$ cat src/sv/pit_pkg.sv
// ----------------------------------------------------------------------------
// pit_pkg
// widths and shared types for the point-in-triangle test pipeline
// ----------------------------------------------------------------------------
package pit_pkg;

   // coordinate width of every input field
   localparam int CoordW = 16;
   // vertex-relative difference, one bit of growth
   localparam int DiffW  = CoordW + 1;
   // product of two differences
   localparam int ProdW  = 2 * DiffW;
   // difference of two products (determinant, numerators)
   localparam int CrossW = ProdW + 1;
   // d - nb - nc needs two more bits of headroom
   localparam int NumAW  = CrossW + 2;

   typedef logic signed [CoordW-1:0] coord_type;
   typedef logic signed [DiffW-1:0]  diff_type;
   typedef logic signed [ProdW-1:0]  prod_type;
   typedef logic signed [CrossW-1:0] cross_type;
   typedef logic signed [NumAW-1:0]  num_a_type;

   // pipeline advance enables handed to the cross-product unit
   typedef struct packed {
      logic adv_prod;
      logic adv_diff;
   } pit_adv_type;

   // numerator sign test: zero or same sign as the determinant
   function automatic logic agrees(input logic n_zero, input logic n_neg,
                                   input logic d_neg);
      agrees = n_zero || (n_neg == d_neg);
   endfunction

endpackage

$ cat src/sv/pit_cross.sv
// ----------------------------------------------------------------------------
// pit_cross
// two-stage 2d cross product: u_x*v_y - v_x*u_y, products registered first
// ----------------------------------------------------------------------------
module pit_cross (
   input  logic                clock,
   input  pit_pkg::pit_adv_type adv,
   input  pit_pkg::diff_type   u_x,
   input  pit_pkg::diff_type   u_y,
   input  pit_pkg::diff_type   v_x,
   input  pit_pkg::diff_type   v_y,
   output pit_pkg::cross_type  cross_out
);

   pit_pkg::prod_type  lhs_in, lhs_ff;
   pit_pkg::prod_type  rhs_in, rhs_ff;
   pit_pkg::cross_type cross_in, cross_ff;

   assign lhs_in   = u_x * v_y;
   assign rhs_in   = v_x * u_y;
   assign cross_in = pit_pkg::CrossW'(lhs_ff) - pit_pkg::CrossW'(rhs_ff);

   always_ff @(posedge clock) begin
      if (adv.adv_prod) begin
         lhs_ff <= lhs_in;
         rhs_ff <= rhs_in;
      end
      if (adv.adv_diff) begin
         cross_ff <= cross_in;
      end
   end

   assign cross_out = cross_ff;

endmodule

$ cat config.mk
export PLATFORM = sky130hd
export DESIGN_NAME = pit_cross
export DESIGN_NICKNAME = d
export VERILOG_FILES = /design/src/sv/pit_pkg.sv /design/src/sv/pit_cross.sv
export SDC_FILE = /design/constraint.sdc
export NUM_CORES = 2
export LEC_CHECK = 0
export BUFFER_PORTS_ARGS = -buffer_cell sky130_fd_sc_hd__buf_4
export CAP_MARGIN = 20
export CORE_MARGIN = 2
export CORE_UTILIZATION = 50
export CTS_BUF_LIST = sky130_fd_sc_hd__clkbuf_4 sky130_fd_sc_hd__clkbuf_8
export CTS_CLUSTER_DIAMETER = 150
export DETAILED_ROUTE_END_ITERATION = 8
export PLACE_DENSITY_LB_ADDON = 0.15
export SYNTH_ARGS = -nofsm -noshare
export SYNTH_HDL_FRONTEND = slang
export SYNTH_SLANG_ARGS = --single-unit
$ cat constraint.sdc
create_clock -name clock -period 15.4 [get_ports clock]
set_clock_uncertainty 0.1 [all_clocks]
set_input_delay 1.54 -clock clock [delete_from_list [all_inputs] [get_ports clock]]
set_output_delay 1.54 -clock clock [all_outputs]
set_load 0.005 [all_outputs]
### Word-level counts from Yosys, hierarchy flattened

Index checks and enable logic that the tools add are counted.

* add/sub/neg operators: 1
* multipliers: 2

Operators by type and width (number)
* $mul A17 B17 Y34: 2
* $sub A34 B34 Y35: 1

* flip-flop bits (word level): 103
* input port bits: 71
* output and inout port bits: 35
* logic and storage cells: 6

### Longest topological paths before layout

* word-level depth: 1
* mapped depth: 25
* depth with buffers taken out: 23

### Worst setup path after synthesis

OpenSTA, ideal clock, no wires.

* path kind: input to register
* start: input u_y[8]
* end: register rhs_ff[26], data pin
* library setup time: 260 ps
* data arrival time: 7278 ps
* data required time: 15040 ps
* path slack: 7762 ps
* stages on the path: 21
* cell sequence: clkbuf_1 -> clkbuf_1 -> nand2_1 -> fa_1 -> inv_1 -> fa_1 -> fa_1 -> fa_1 -> fa_1 -> inv_1 -> fa_1 -> inv_1 -> ha_1 -> clkbuf_1 -> a211o_1 -> o21a_1 -> o41a_1 -> or4_1 -> a31o_1 -> a21oi_2 -> xnor2_1

* word-level cells in the longest chain between the ends: 1

RTL lines
* from (decl): RTL line pit_cross.sv:9 `input pit_pkg::diff_type u_y,`
* $mul A17 B17 Y34: RTL line pit_cross.sv:20 `assign rhs_in = v_x * u_y;`
* via rhs_in[26]: RTL line pit_cross.sv:16 `pit_pkg::prod_type rhs_in, rhs_ff;`
* to (signal assigned): RTL line pit_cross.sv:26 `rhs_ff <= rhs_in;`
* to (decl): RTL line pit_cross.sv:16

The timed path passes the listed nets, and every way through them passes these cells.
A chain may end at the register's enable or synchronous reset.

### Final worst setup path

* start: input v_y[2]
* end: register lhs_ff[31], data pin

* word-level cells in the longest chain between the ends: 1

RTL lines
* from (decl): RTL line pit_cross.sv:11 `input pit_pkg::diff_type v_y,`
* $mul A17 B17 Y34: RTL line pit_cross.sv:19 `assign lhs_in = u_x * v_y;`
* via lhs_in[31]: RTL line pit_cross.sv:15 `pit_pkg::prod_type lhs_in, lhs_ff;`
* to (signal assigned): RTL line pit_cross.sv:25 `lhs_ff <= lhs_in;`
* to (decl): RTL line pit_cross.sv:15

The timed path passes the listed nets, and every way through them passes these cells.

==> impl_metrics.json <==
{
  "fp.dieArea_um2": 54800,
  "viasPerCell": 5.22,
  "cts.sinks": 103,
  "critPathArrivalTime_ns": 7.51,
  "synth_ff_type": "edfxtp_1",
  "overflow": 0,
  "synth_common_cells": "inv_1 (668), fa_1 (593), and2_1 (296)",
  "startpoint_type": "input port",
  "synthArstFlopShare_pct": 0,
  "antenna_found_initial": 1,
  "htree_levels": 3,
  "layout.nets": 3623,
  "dr.first_iter.drc_count": 898,
  "synth_top_cell_by_area": "fa_1",
  "io_buffers": 105,
  "dr.pass1.iters": 5,
  "postSynthAreaPerCell_um2": 9.74,
  "start_util_pct": 50.4,
  "syn-num-nets": 3584,
  "fp.dieW_um": 234,
  "clkLatencyLatePin_ns": 0.39,
  "synth_cells": 2716,
  "cap_violations": 0,
  "area.growth.synth_to_final_pct": 5.82,
  "syn_area_um2": 26500,
  "setup_viol": 0,
  "crit_fanout": 17,
  "synth-seq-cells": 103,
  "wl_mm": 56.5,
  "worst_hold_path_type": "reg2reg",
  "synth_edf_count": 103,
  "setup_tns_ns": 0,
  "drtAntennaViolNets": 0,
  "wl_per_cell_um": 16.4,
  "vias": 18000,
  "clockRootBuffer": "clkbuf_8",
  "synth_cell_types": 59,
  "cts_tree": "yes",
  "fp.dieH_um": 234,
  "ys_warn_count": 0,
  "ctsResizeCount": 0,
  "fin_crit_ns": 7.47,
  "rows": 84,
  "grt_max_degree": 69,
  "fp.coreArea_um2": 52400,
  "setup.worst_path.class": "in2reg",
  "worst_ep_required_time_ns": 15.44,
  "drive_gt1_share_pct": 4.64,
  "timing_worst_slew_pin_value_ns": 0.911,
  "place.gp.congestion": 0.859,
  "drv_slew": 0,
  "cts_made_buffers": 9,
  "dpl.hpwl_mm": 46.7,
  "outcome": "complete, no violations",
  "io_pins": 106,
  "synth_top_area_share_pct": 44.9,
  "finalCritPeriodShare_pct": 48.5,
  "fmax_mhz": 134,
  "fin_util_pct": 53.4,
  "worst-r2r-setup-slack_ns": 12.02,
  "crit_path_end_kind": "flip-flop",
  "antenna_cells": 0,
  "yosysMostFrequentCell": "inv_1",
  "grt_pass1_wl_mm": 97.2,
  "synth_seq_area_share_pct": 11.7,
  "hold_viol_final": 0,
  "clkTransAtPathRegs_ns": 0.10,
  "grt_pass1_vias": 19500,
  "cts_hold_buf": 0,
  "synthTopCellsByArea": "fa_1 (45%), edfxtp_1 (12%), ha_1 (9.6%)",
  "post-route-drc-count": 0,
  "cts.path.max_buffers": 2,
  "post_cts.repair.setup_buffers": 0,
  "relSlewSlack_pct": 39.2,
  "grt.total_usage_pct": 22.4,
  "rsz0062_at_grt": "false",
  "fill_cells": 4816
}
[per-layer routing]
metal  share of wire (%)  global-route usage [%]  routed length [µm]
met2                  52                    39.6               29400
met4                 1.8                    4.19                1020
met5                   0                       0                   0
met3                 4.0                    2.31                2250
met1                  42                    30.2               23900
[registers in the layout, summed over array words and instances (netlist names)]
register   cells
rhs_ff        34
lhs_ff        34
cross_out     35
[layout by cell type (no fill, tap or decap), types with 12 or more instances in the layout]
| cell | count |
|---|---|
| ha_1 | 204 |
| o21a_1 | 13 |
| xor2_1 | 21 |
| buf_4 | 105 |
| xnor2_1 | 80 |
| inv_1 | 668 |
| and2_1 | 296 |
| a21oi_1 | 73 |
| o21ai_0 | 41 |
| a21o_1 | 35 |
| nand2_1 | 284 |
| fa_1 | 593 |
| nand2b_1 | 12 |
| nor3_1 | 12 |
| edfxtp_1 | 103 |
| nor2_1 | 70 |
[cell families (layout without fill, tap and decap cells)]
group	count (synthesis)	in the layout	synth area share (%)
compound gates	243	243	6.06
fa+ha+maj	797	797	54.5
simple gates	727	727	13.8
buf+inv	745	789	10.6
xor+xnor	101	101	3.34
flops	103	103	11.7
[through the flow]
stage | hold slack [ns] | std cells | area [µm²] | worst slack, ns
after floorplan | 0.507 | 2716 | 26500 | 7.76
after global placement | 0.557 | 3432 | 27800 | 7.66
after detailed placement | 0.553 | 3432 | 27800 | 7.57
after CTS | 0.569 | 3448 | 28000 | 7.98
after global routing | 0.593 | 3448 | 28000 | 7.62
final | 0.553 | 3448 | 28000 | 7.93
[final cells by class]
class / instances / area (µm²) / share of cell area, %
flip-flops and latches: 103 / 3090 / 11.0
clock buffers: 9 / 124 / 0.442
well taps: 688 / 861 / 3.07
multi-input cells: 1868 / 20600 / 73.5
inverters: 668 / 2510 / 8.96
repair buffers: 105 / 788 / 2.82
clock inverters: 7 / 55.1 / 0.197
[path summary, 6_finish.rpt]
kind / to / cells past startpoint / startpoint
min: cross_out[0]$_DFFE_PP_ / 2 / rhs_ff[0]$_DFFE_PP_
max reg2reg: cross_out[32]$_DFFE_PP_ / 9 / lhs_ff[2]$_DFFE_PP_
max: lhs_ff[31]$_DFFE_PP_ / 21 / v_y[2]
min reg2reg: cross_out[0]$_DFFE_PP_ / 2 / rhs_ff[0]$_DFFE_PP_
[worst max-delay path, cell delays in order]
cell	delay, ns
buf_4	0.19
nand2_1	0.13
inv_1	0.09
fa_1	0.77
fa_1	0.51
fa_1	0.51
fa_1	0.50
fa_1	0.49
inv_1	0.05
fa_1	0.47
inv_1	0.04
ha_1	0.35
a21oi_1	0.19
o21ai_0	0.16
a21oi_1	0.23
o211ai_1	0.24
a211oi_1	0.45
nor2_1	0.14
a21o_1	0.19
a21oi_1	0.17
xnor2_1	0.09
Power is left out: the tool's default activity adds up to more than one toggle a clock period on the data nets, which glitch-free logic cannot reach.
